### src/design/hns_pkg.sv
`default_nettype none

package hns_pkg;

   localparam int COORD_W = 8;
   localparam int DIM_W   = 9;
   localparam int REACH_W = 2;
   localparam int ROW_W   = 10;
   localparam int COL_W   = 3;
   localparam int CSR_W   = 2;

   localparam int MAX_RANGE = 3;
   localparam int MAP_MAX   = 256;

   localparam logic [CSR_W-1:0] CSR_MAP_WIDTH  = 2'd0;
   localparam logic [CSR_W-1:0] CSR_MAP_HEIGHT = 2'd1;
   localparam logic [CSR_W-1:0] CSR_HEX_MODE   = 2'd2;

   typedef struct packed {
      logic [COORD_W-1:0] center_x;
      logic [COORD_W-1:0] center_y;
      logic [REACH_W-1:0] reach;
   } req_type;

   typedef struct packed {
      logic [COORD_W-1:0] sector_x;
      logic [COORD_W-1:0] sector_y;
      logic               last;
   } rsp_type;

   // zero reads as one, anything above the largest map saturates
   function automatic logic [DIM_W-1:0] clamp_dim(input logic [DIM_W-1:0] v);
      logic [DIM_W-1:0] res;
      res = v;
      if (v == '0) begin
         res = DIM_W'(1);
      end else if (v > DIM_W'(MAP_MAX)) begin
         res = DIM_W'(MAP_MAX);
      end
      return res;
   endfunction

endpackage

`default_nettype wire

### src/design/hex_neighborhood_scanner_top.sv
`default_nettype none

// sequence: accept in ST_IDLE, the remainder wait (ST_MOD), a walk back to the first
//   column (ST_BACK), then per column a setup state (ST_COL) and a walk over its candidate
//   rows (ST_ROW), then a flush state (ST_FLUSH)
// a new center is taken only in ST_IDLE, so one scan ends before the next one begins
// the remainder unit and the row walk take most of a scan; output stalls stretch it
// reset: sequencer idle, no beat pending, map 256 by 256 in hex mode

module hex_neighborhood_scanner_top import hns_pkg::*; (
   input  wire logic             clock,
   input  wire logic             reset,
   // input beats
   input  wire logic             req_valid,
   output logic                  req_ready,
   input  wire req_type          req_data,
   // result beats
   output logic                  rsp_valid,
   input  wire logic             rsp_ready,
   output rsp_type               rsp_data,
   // register writes
   input  wire logic             csr_valid,
   output logic                  csr_ready,
   input  wire logic [CSR_W-1:0] csr_index,
   input  wire logic [DIM_W-1:0] csr_data
);

   typedef enum logic [2:0] {
      ST_IDLE,
      ST_MOD,
      ST_BACK,
      ST_COL,
      ST_ROW,
      ST_FLUSH
   } state_type;

   // configuration registers
   logic [DIM_W-1:0] map_width_ff;
   logic [DIM_W-1:0] map_height_ff;
   logic             hex_mode_ff;

   // sequencer state
   state_type          state_ff, state_in;
   logic [COORD_W-1:0] cx_ff, cx_in;
   logic [COORD_W-1:0] cy_ff, cy_in;
   logic [REACH_W-1:0] r_ff, r_in;
   logic [REACH_W-1:0] back_ff, back_in;
   logic [COL_W-1:0]   col_ff, col_in;
   logic [COORD_W-1:0] x_ff, x_in;
   logic signed [ROW_W-1:0] row_ff, row_in;
   logic signed [ROW_W-1:0] row_end_ff, row_end_in;

   // one sector held back so the final one can carry last
   logic               pend_valid_ff, pend_valid_in;
   logic [COORD_W-1:0] pend_x_ff, pend_x_in;
   logic [COORD_W-1:0] pend_y_ff, pend_y_in;

   // output register
   logic    rsp_valid_ff, rsp_valid_in;
   rsp_type rsp_data_ff, rsp_data_in;

   // remainder unit hookup
   logic               rem_start;
   logic               rem_done;
   logic [COORD_W-1:0] rem_value;

   // datapath helpers
   logic [DIM_W-1:0]   w_clamp;
   logic [DIM_W-1:0]   h_clamp;
   logic               out_free;
   logic [COL_W-1:0]   two_r;
   logic [COL_W-1:0]   dx_abs;
   logic [COL_W-1:0]   span;
   logic [COL_W-1:0]   half;
   logic signed [ROW_W-1:0] cy_s;
   logic signed [ROW_W-1:0] ystart;
   logic signed [ROW_W-1:0] yend;
   logic               row_on_map;
   logic [DIM_W-1:0]   x_plus;
   logic [COORD_W-1:0] x_next;
   logic [COORD_W-1:0] x_prev;
   logic               stall;

   // the remainder starts on the accept edge, so it takes the center straight off the beat
   hns_rem u_rem (
      .clock     (clock),
      .reset     (reset),
      .start     (rem_start),
      .dividend  (req_data.center_x),
      .divisor   (w_clamp),
      .done      (rem_done),
      .remainder (rem_value)
   );

   // configuration writes are always taken
   assign csr_ready = 1'b1;

   always_ff @(posedge clock) begin
      if (reset) begin
         map_width_ff  <= DIM_W'(256);
         map_height_ff <= DIM_W'(256);
         hex_mode_ff   <= 1'b1;
      end else if (csr_valid) begin
         case (csr_index)
            CSR_MAP_WIDTH:  map_width_ff  <= csr_data;
            CSR_MAP_HEIGHT: map_height_ff <= csr_data;
            CSR_HEX_MODE:   hex_mode_ff   <= csr_data[0];
            default:        ;
         endcase
      end
   end

   always_comb begin
      w_clamp  = clamp_dim(map_width_ff);
      h_clamp  = clamp_dim(map_height_ff);
      out_free = !rsp_valid_ff || rsp_ready;

      // column geometry: col runs 0..2r, dx = col - r
      two_r  = {1'b0, r_ff} << 1;
      dx_abs = (col_ff >= COL_W'(r_ff)) ? (col_ff - COL_W'(r_ff)) : (COL_W'(r_ff) - col_ff);
      span   = two_r - dx_abs;
      // even center column pulls the span up by one extra half row
      half  = COL_W'(({1'b0, span} + {{COL_W{1'b0}}, ~cx_ff[0]}) >> 1);
      cy_s  = $signed(ROW_W'(cy_ff));
      if (hex_mode_ff) begin
         ystart = cy_s - $signed(ROW_W'(half));
         yend   = ystart + $signed(ROW_W'(span));
      end else begin
         ystart = cy_s - $signed(ROW_W'(r_ff));
         yend   = cy_s + $signed(ROW_W'(r_ff));
      end

      row_on_map = !row_ff[ROW_W-1] && ($unsigned(row_ff) < ROW_W'(h_clamp));

      // column stepping with wrap around the map width
      x_plus = DIM_W'(x_ff) + DIM_W'(1);
      x_next = (x_plus == w_clamp) ? '0 : x_plus[COORD_W-1:0];
      x_prev = (x_ff == '0) ? COORD_W'(w_clamp - DIM_W'(1)) : (x_ff - 1'b1);

      // a new on-map sector must push the held one, which needs room at the output
      stall = row_on_map && pend_valid_ff && !out_free;

      state_in      = state_ff;
      cx_in         = cx_ff;
      cy_in         = cy_ff;
      r_in          = r_ff;
      back_in       = back_ff;
      col_in        = col_ff;
      x_in          = x_ff;
      row_in        = row_ff;
      row_end_in    = row_end_ff;
      pend_valid_in = pend_valid_ff;
      pend_x_in     = pend_x_ff;
      pend_y_in     = pend_y_ff;
      rsp_valid_in  = rsp_valid_ff && !rsp_ready;
      rsp_data_in   = rsp_data_ff;
      rem_start     = 1'b0;

      case (state_ff)
         ST_IDLE: begin
            if (req_valid) begin
               cx_in         = req_data.center_x;
               cy_in         = req_data.center_y;
               r_in          = (req_data.reach > REACH_W'(MAX_RANGE)) ?
                               REACH_W'(MAX_RANGE) : req_data.reach;
               col_in        = '0;
               pend_valid_in = 1'b0;
               state_in      = ST_MOD;
            end
         end
         ST_MOD: begin
            // remainder was kicked on the accept edge, wait for it
            if (rem_done) begin
               x_in     = rem_value;
               back_in  = r_ff;
               state_in = ST_BACK;
            end
         end
         ST_BACK: begin
            // walk from the center column back to the leftmost one
            if (back_ff == '0) begin
               state_in = ST_COL;
            end else begin
               x_in    = x_prev;
               back_in = back_ff - 1'b1;
            end
         end
         ST_COL: begin
            row_in     = ystart;
            row_end_in = yend;
            state_in   = ST_ROW;
         end
         ST_ROW: begin
            if (!stall) begin
               if (row_on_map) begin
                  if (pend_valid_ff) begin
                     rsp_valid_in         = 1'b1;
                     rsp_data_in.sector_x = pend_x_ff;
                     rsp_data_in.sector_y = pend_y_ff;
                     rsp_data_in.last     = 1'b0;
                  end
                  pend_valid_in = 1'b1;
                  pend_x_in     = x_ff;
                  pend_y_in     = row_ff[COORD_W-1:0];
               end
               if (row_ff == row_end_ff) begin
                  if (col_ff == two_r) begin
                     state_in = ST_FLUSH;
                  end else begin
                     col_in   = col_ff + 1'b1;
                     x_in     = x_next;
                     state_in = ST_COL;
                  end
               end else begin
                  row_in = row_ff + ROW_W'(1);
               end
            end
         end
         ST_FLUSH: begin
            // held sector goes out flagged last; an empty neighborhood emits nothing
            if (!pend_valid_ff) begin
               state_in = ST_IDLE;
            end else if (out_free) begin
               rsp_valid_in         = 1'b1;
               rsp_data_in.sector_x = pend_x_ff;
               rsp_data_in.sector_y = pend_y_ff;
               rsp_data_in.last     = 1'b1;
               pend_valid_in        = 1'b0;
               state_in             = ST_IDLE;
            end
         end
         default: begin
            state_in = ST_IDLE;
         end
      endcase

      if (state_ff == ST_IDLE && req_valid) begin
         rem_start = 1'b1;
      end
   end

   always_ff @(posedge clock) begin
      if (reset) begin
         state_ff      <= ST_IDLE;
         pend_valid_ff <= 1'b0;
         rsp_valid_ff  <= 1'b0;
         col_ff        <= '0;
         back_ff       <= '0;
         r_ff          <= '0;
      end else begin
         state_ff      <= state_in;
         pend_valid_ff <= pend_valid_in;
         rsp_valid_ff  <= rsp_valid_in;
         col_ff        <= col_in;
         back_ff       <= back_in;
         r_ff          <= r_in;
      end
      cx_ff       <= cx_in;
      cy_ff       <= cy_in;
      x_ff        <= x_in;
      row_ff      <= row_in;
      row_end_ff  <= row_end_in;
      pend_x_ff   <= pend_x_in;
      pend_y_ff   <= pend_y_in;
      rsp_data_ff <= rsp_data_in;
   end

   assign req_ready = (state_ff == ST_IDLE);
   assign rsp_valid = rsp_valid_ff;
   assign rsp_data  = rsp_data_ff;

   // nothing may be held back once the sequencer is idle again
   a_idle_no_pending: assert property (@(posedge clock) disable iff (reset)
      (state_ff == ST_IDLE) |-> !pend_valid_ff)
      else $error("held sector left behind at idle");

   // the row walk never passes the end of its column
   a_row_bound: assert property (@(posedge clock) disable iff (reset)
      (state_ff == ST_ROW) |-> (row_ff <= row_end_ff))
      else $error("row cursor beyond column end");

   // the wrapped column stays on the map
   a_x_on_map: assert property (@(posedge clock) disable iff (reset)
      (state_ff == ST_ROW) |-> (DIM_W'(x_ff) < w_clamp))
      else $error("column outside map width");

   // column counter stays within the neighborhood
   a_col_bound: assert property (@(posedge clock) disable iff (reset)
      (state_ff == ST_COL || state_ff == ST_ROW) |-> (col_ff <= two_r))
      else $error("column counter out of range");

   // a push to the output only happens when the output register has room
   a_no_overwrite: assert property (@(posedge clock) disable iff (reset)
      (rsp_valid_ff && !rsp_ready) |=> $stable(rsp_data_ff))
      else $error("pending result overwritten");

endmodule

`default_nettype wire

### src/design/hns_rem.sv
`default_nettype none

// restoring remainder, one dividend bit per cycle
module hns_rem import hns_pkg::*; (
   input  wire logic               clock,
   input  wire logic               reset,
   input  wire logic               start,
   input  wire logic [COORD_W-1:0] dividend,
   input  wire logic [DIM_W-1:0]   divisor,
   output logic                    done,
   output logic [COORD_W-1:0]      remainder
);

   localparam int CNT_W = $clog2(COORD_W);

   logic               busy_ff, busy_in;
   logic               done_ff, done_in;
   logic [CNT_W-1:0]   cnt_ff, cnt_in;
   logic [COORD_W-1:0] dvd_ff, dvd_in;
   logic [DIM_W-1:0]   rem_ff, rem_in;
   logic [DIM_W-1:0]   shifted;

   always_comb begin
      shifted = {rem_ff[COORD_W-1:0], dvd_ff[COORD_W-1]};
      busy_in = busy_ff;
      done_in = 1'b0;
      cnt_in  = cnt_ff;
      dvd_in  = dvd_ff;
      rem_in  = rem_ff;
      if (start) begin
         busy_in = 1'b1;
         cnt_in  = '0;
         dvd_in  = dividend;
         rem_in  = '0;
      end else if (busy_ff) begin
         rem_in = (shifted >= divisor) ? (shifted - divisor) : shifted;
         dvd_in = {dvd_ff[COORD_W-2:0], 1'b0};
         cnt_in = cnt_ff + 1'b1;
         if (cnt_ff == CNT_W'(COORD_W - 1)) begin
            busy_in = 1'b0;
            done_in = 1'b1;
         end
      end
   end

   always_ff @(posedge clock) begin
      if (reset) begin
         busy_ff <= 1'b0;
         done_ff <= 1'b0;
         cnt_ff  <= '0;
      end else begin
         busy_ff <= busy_in;
         done_ff <= done_in;
         cnt_ff  <= cnt_in;
      end
      dvd_ff <= dvd_in;
      rem_ff <= rem_in;
   end

   assign done      = done_ff;
   assign remainder = rem_ff[COORD_W-1:0];

endmodule

`default_nettype wire

### config.mk
export PLATFORM = sky130hd
export DESIGN_NAME = hex_neighborhood_scanner_top
export DESIGN_NICKNAME = d
export VERILOG_FILES = /design/src/design/hns_pkg.sv /design/src/design/hex_neighborhood_scanner_top.sv /design/src/design/hns_rem.sv
export SDC_FILE = /design/constraint.sdc
export NUM_CORES = 1
export LEC_CHECK = 0
export ABC_AREA = 1
export BUFFER_PORTS_ARGS = -buffer_cell sky130_fd_sc_hd__buf_2
export CORE_ASPECT_RATIO = 0.7
export CORE_UTILIZATION = 48
export CTS_CLUSTER_SIZE = 16
export DETAILED_ROUTE_END_ITERATION = 8
export GPL_TIMING_DRIVEN = 0
export PLACE_DENSITY_LB_ADDON = 0.12
export SYNTH_ARGS = -nofsm -noshare
export SYNTH_HDL_FRONTEND = slang
export SYNTH_SLANG_ARGS = --single-unit
### constraint.sdc
create_clock -name clock -period 11 [get_ports clock]
set_input_delay 2.2 -clock clock [delete_from_list [all_inputs] [get_ports clock]]
set_output_delay 2.2 -clock clock [all_outputs]
set_load 0.02 [all_outputs]
==> impl_summary.txt <==
----------------------------------------------------
[Hold path]
  Number of cells traversed by the worst hold path ... 0
  Hold_sp ... pend_x_ff[3]$_DFFE_PP_
  Hold Crit Endpoint ... rsp_data[12]$_DFFE_PP_
  Hold crit path type ... flip-flop to flip-flop

[Worst setup path]
  Launch point of the worst reg-to-reg path ... r_ff[0]$_SDFFE_PP0P_
  Crit Path Max Fanout ... 6
  Crit start category ... flip-flop
  Path depth of the worst reg2reg path ... 21
  Worst R2R End ... row_end_ff[3]$_DFFE_PN_
  Register-to-Register Setup Slack ... 6.46 ns
  Required time at the endpoint of the critical path ... around 11 ns
  Arrival time of data at the critical path endpoint ... 4.70 ns
  Critical path class ... flip-flop to flip-flop
  Type of destination of the critical path ... flip-flop

[Layout]
  Share of layout cells above drive strength 1 ... around an eighth
  Layout area overhead ... 15.77%
  Post-route cell area ... about 8400 um2
  Final Util ... between 50% and 60%
  Final #Nets ... 1054
  Diode count ... 0

[Global routing]
  Pin count of the biggest net entering global routing ... 19
  Global router's overall resource usage ... between 20% and 30%
  Global-route wire length before repair ... 27890 um
  Number of antenna violations at the first check in global routing ... 0
  Overflow left after global routing ... 0
  Number of global-route vias before repair ... 5521

[Clock tree]
  Number of buffers added to fix hold violations after cts ... 0
  Clock edge transition at the registers on the reported setup and hold paths ... around 0.060 ns
  CTS Buf Count ... 17
  CTS resizes ... 0
  Clock Sinks ... ~120
  Clock Path Buffers ... 2
  Clock root buffer ... sky130_fd_sc_hd__clkbuf_16
  H-Tree Level Count ... 4
  Clock latency on the worst-skew pair ... 0.42 ns
  CTS tree ... yes
  Buffer count from post-CTS setup fixing ... 0

[Timing]
  Number of failing hold endpoints at the final stage ... 0
  Setup total negative slack ... 0 ns
  Rel. slew slack ... 43.49%
  Actual transition at the worst max-transition pin ... 0.8476 ns
  Clk_skew ... 0.01096 ns
  Setup-failing EPs final ... 0
  Setup repair after global routing missed its margin ... no
  Minimum clock period ... 4.537 ns
  Final slew viol count ... 0
  Share of the clock period used by the worst path after layout ... 41.25%
  Maximum clock frequency ... about 220 MHz

[Placed design]
  Post-detailed-placement half-perimeter wirelength ... between 10000 and 15000 um
  Port-buffer cells ... 52
  Area after detailed placement ... 7799 um2
  Routability Congestion ... around 0.89

[Status]
  Outcome ... finished, final reports clean

[Route]
  Pre-antenna DRT Iters ... 6
  Vias after detailed routing ... approximately 6000
  Aggregate routed wire length ... around 17000 um
  Remaining routing DRC violations ... 0
  Average via count per standard cell ... 5.168
  Avg WL per Cell ... about 14 um
  Iteration-0 DRC count of the detailed router ... 555
  Routed Antenna Nets ... 0

[Run]
  Max-cap violation count ... 0

[Power]
  Areal power density over the cells ... 329.7 nW/um2
  Overall Power ... 0.002782 W
  Worst IR Drop VDD ... 0.1743 mV
  Leakage power of the design ... 3.815 nW

[Synthesis]
  Cell types occupying the most area after synthesis ... sky130_fd_sc_hd__edfxtp_1 32%, sky130_fd_sc_hd__dfxtp_1 12%, sky130_fd_sc_hd__nand2_1 11%
  Largest area contributor in the synthesized netlist ... sky130_fd_sc_hd__edfxtp_1
  Post-Syn Instances ... 902
  Post-synthesis net count ... 982
  Share of the synthesized area in the top cell type ... 32.13%
  Post-synthesis area per instance ... between 8 and 9 um2
  Fraction of registers with async set or reset after synthesis ... 0%
  Register bit count reported by yosys ... roughly 120
  Largest family of logic cells by synthesized area ... simple AND/OR/NAND/NOR gates
  Area share of and/or/nand/nor cells after synthesis ... between 20% and 30%
  EDFF count, synth ... 78
  Fraction of the mapped netlist area in adder cells ... around 8.7%
  Area of the mapped netlist ... around 7300 um2
  Top flip-flop cell by instance count after synthesis ... sky130_fd_sc_hd__edfxtp_1
  Portion of netlist area occupied by mux cells ... less than 1%
  Synth Area in XOR/XNOR ... 3.742%
  Distinct cell type count of the synthesized netlist ... 46
  Commonest cells in the netlist ... 215 x sky130_fd_sc_hd__nand2_1, 118 x sky130_fd_sc_hd__nor2_1, 110 x sky130_fd_sc_hd__inv_1
  Number of warnings printed during yosys synthesis ... 0
  Top-count cell post-synth ... sky130_fd_sc_hd__nand2_1
  Synth Area in Compound Gates ... 11.69%
  Part of the Yosys area used for sequential elements ... 44.22%

[Die]
  Num rows ... 37
  Die boundary height ... ~110 um
  Core region area ... about 15000 um2
  Die extent in x ... 149.3 um
  Die area ... 15690 um2
  IO Count ... 54
  Starting utilization of the core area ... between 40% and 50%

----------------------------------------------------
[per-layer routing]
layer	share of wire (%)	track usage [%]	vias to the layer above
met5	0	0	-
met4	1.3	6.997	0
met3	7.4	5.109	18
met2	36	29.60	191
met1	55	37.58	2758
li1	-	-	3141
[cell usage in the layout (no fill, tap or decap), types with 3 or more instances in the layout]
cell type / count
sky130_fd_sc_hd__o21ai_1: 7
sky130_fd_sc_hd__fa_1: 8
sky130_fd_sc_hd__bufinv_16: 4
sky130_fd_sc_hd__o211ai_1: 12
sky130_fd_sc_hd__inv_6: 4
sky130_fd_sc_hd__ha_1: 38
sky130_fd_sc_hd__o21ai_0: 61
sky130_fd_sc_hd__xor2_1: 21
sky130_fd_sc_hd__xnor2_1: 7
sky130_fd_sc_hd__nor2_1: 117
sky130_fd_sc_hd__inv_1: 110
sky130_fd_sc_hd__a211oi_1: 5
sky130_fd_sc_hd__nand3_1: 51
sky130_fd_sc_hd__nor2_2: 6
sky130_fd_sc_hd__or2_2: 3
sky130_fd_sc_hd__clkbuf_1: 12
sky130_fd_sc_hd__nand2_1: 215
sky130_fd_sc_hd__clkinv_4: 3
sky130_fd_sc_hd__edfxtp_1: 78
sky130_fd_sc_hd__a21oi_1: 40
sky130_fd_sc_hd__buf_2: 56
sky130_fd_sc_hd__dfxtp_1: 44
sky130_fd_sc_hd__clkbuf_16: 17
sky130_fd_sc_hd__nand2_2: 6
sky130_fd_sc_hd__nor3_1: 8
sky130_fd_sc_hd__o21bai_1: 4
sky130_fd_sc_hd__inv_2: 4
sky130_fd_sc_hd__nand4_1: 9
[worst max-delay path, stage by stage, from the launching register on]
cell	delay (ns)
sky130_fd_sc_hd__dfxtp_1	0.46
sky130_fd_sc_hd__inv_1	0.16
sky130_fd_sc_hd__ha_1	0.40
sky130_fd_sc_hd__o21ai_0	0.19
sky130_fd_sc_hd__nand2_1	0.14
sky130_fd_sc_hd__mux2i_1	0.16
sky130_fd_sc_hd__fa_1	0.41
sky130_fd_sc_hd__xor2_1	0.21
sky130_fd_sc_hd__inv_1	0.06
sky130_fd_sc_hd__o211ai_1	0.12
sky130_fd_sc_hd__nand2_2	0.13
sky130_fd_sc_hd__xnor2_1	0.21
sky130_fd_sc_hd__inv_1	0.08
sky130_fd_sc_hd__fa_1	0.59
sky130_fd_sc_hd__inv_1	0.08
sky130_fd_sc_hd__ha_1	0.28
sky130_fd_sc_hd__nand2_1	0.06
sky130_fd_sc_hd__inv_1	0.04
sky130_fd_sc_hd__o21ai_1	0.15
sky130_fd_sc_hd__nand2_2	0.11
sky130_fd_sc_hd__o21ai_0	0.18
sky130_fd_sc_hd__nand2_1	0.07
[worst max path at each step]
| stage | to | slack (ns) | cells after the start | start |
|---|---|---|---|---|
| after floorplan | row_end_ff[7]$_DFFE_PN_ | 6.99 | 23 | r_ff[0]$_SDFFE_PP0P_ |
| after global placement | row_end_ff[7]$_DFFE_PN_ | 6.55 | 23 | r_ff[0]$_SDFFE_PP0P_ |
| after detailed placement | row_end_ff[3]$_DFFE_PN_ | 6.49 | 21 | r_ff[0]$_SDFFE_PP0P_ |
| after CTS | row_end_ff[3]$_DFFE_PN_ | 6.49 | 21 | r_ff[0]$_SDFFE_PP0P_ |
| after global routing | row_end_ff[8]$_DFFE_PN_ | 6.22 | 24 | r_ff[0]$_SDFFE_PP0P_ |
| final | row_end_ff[3]$_DFFE_PN_ | 6.46 | 21 | r_ff[0]$_SDFFE_PP0P_ |
[power breakdown]
group          total [W]  internal [W]  switching [W]
logic            0.00139      0.000487       0.000902
clock network   0.000611      0.000386       0.000225
registers       0.000782      0.000678       0.000103
[flip-flops by register name, indices dropped and copies added, names as in the netlist, 3 cells and up]
signal	cells
col_ff	3
cy_ff	8
map_height_ff	9
map_width_ff	9
pend_x_ff	8
pend_y_ff	8
row_end_ff	10
row_ff	10
rsp_data	17
state_ff	3
u_rem.cnt_ff	3
u_rem.dvd_ff	8
u_rem.rem_ff	8
x_ff	8
[kinds of logic (layout without fill, tap and decap cells)]
group	count (synthesis)	after routing
and+or+nand+nor	425	425
xor gates and xnor gates	29	29
DFF	122	122
adders and majority gates	46	46
AOI/OAI and AO/OA	147	147
other	1	1
muxes	2	2
buffers and inverters	130	215
[through the flow]
stage | setup slack, ns | hold WS [ns] | instances
floorplan | 6.994 | 0.4003 | 902
global placement | 6.547 | 0.4014 | 1149
detailed placement | 6.489 | 0.4066 | 1150
CTS | 6.485 | 0.4212 | 1182
global route | 6.217 | 0.4282 | 1182
finish | 6.463 | 0.4181 | 1182
[final cells by class]
cell class                      count  area (um2)
Fill cell                        1373        6329
Timing Repair Buffer               53       265.3
Multi-Input combinational cell    650        3570
Clock buffer                       18       429.2
Clock inverter                     14       209.0
Inverter                          114       427.9
Tap cell                          195       244.0
Buffer                             16       71.32
Sequential cell                   122        3223
Note: power is estimated with default switching activity, not from simulation.
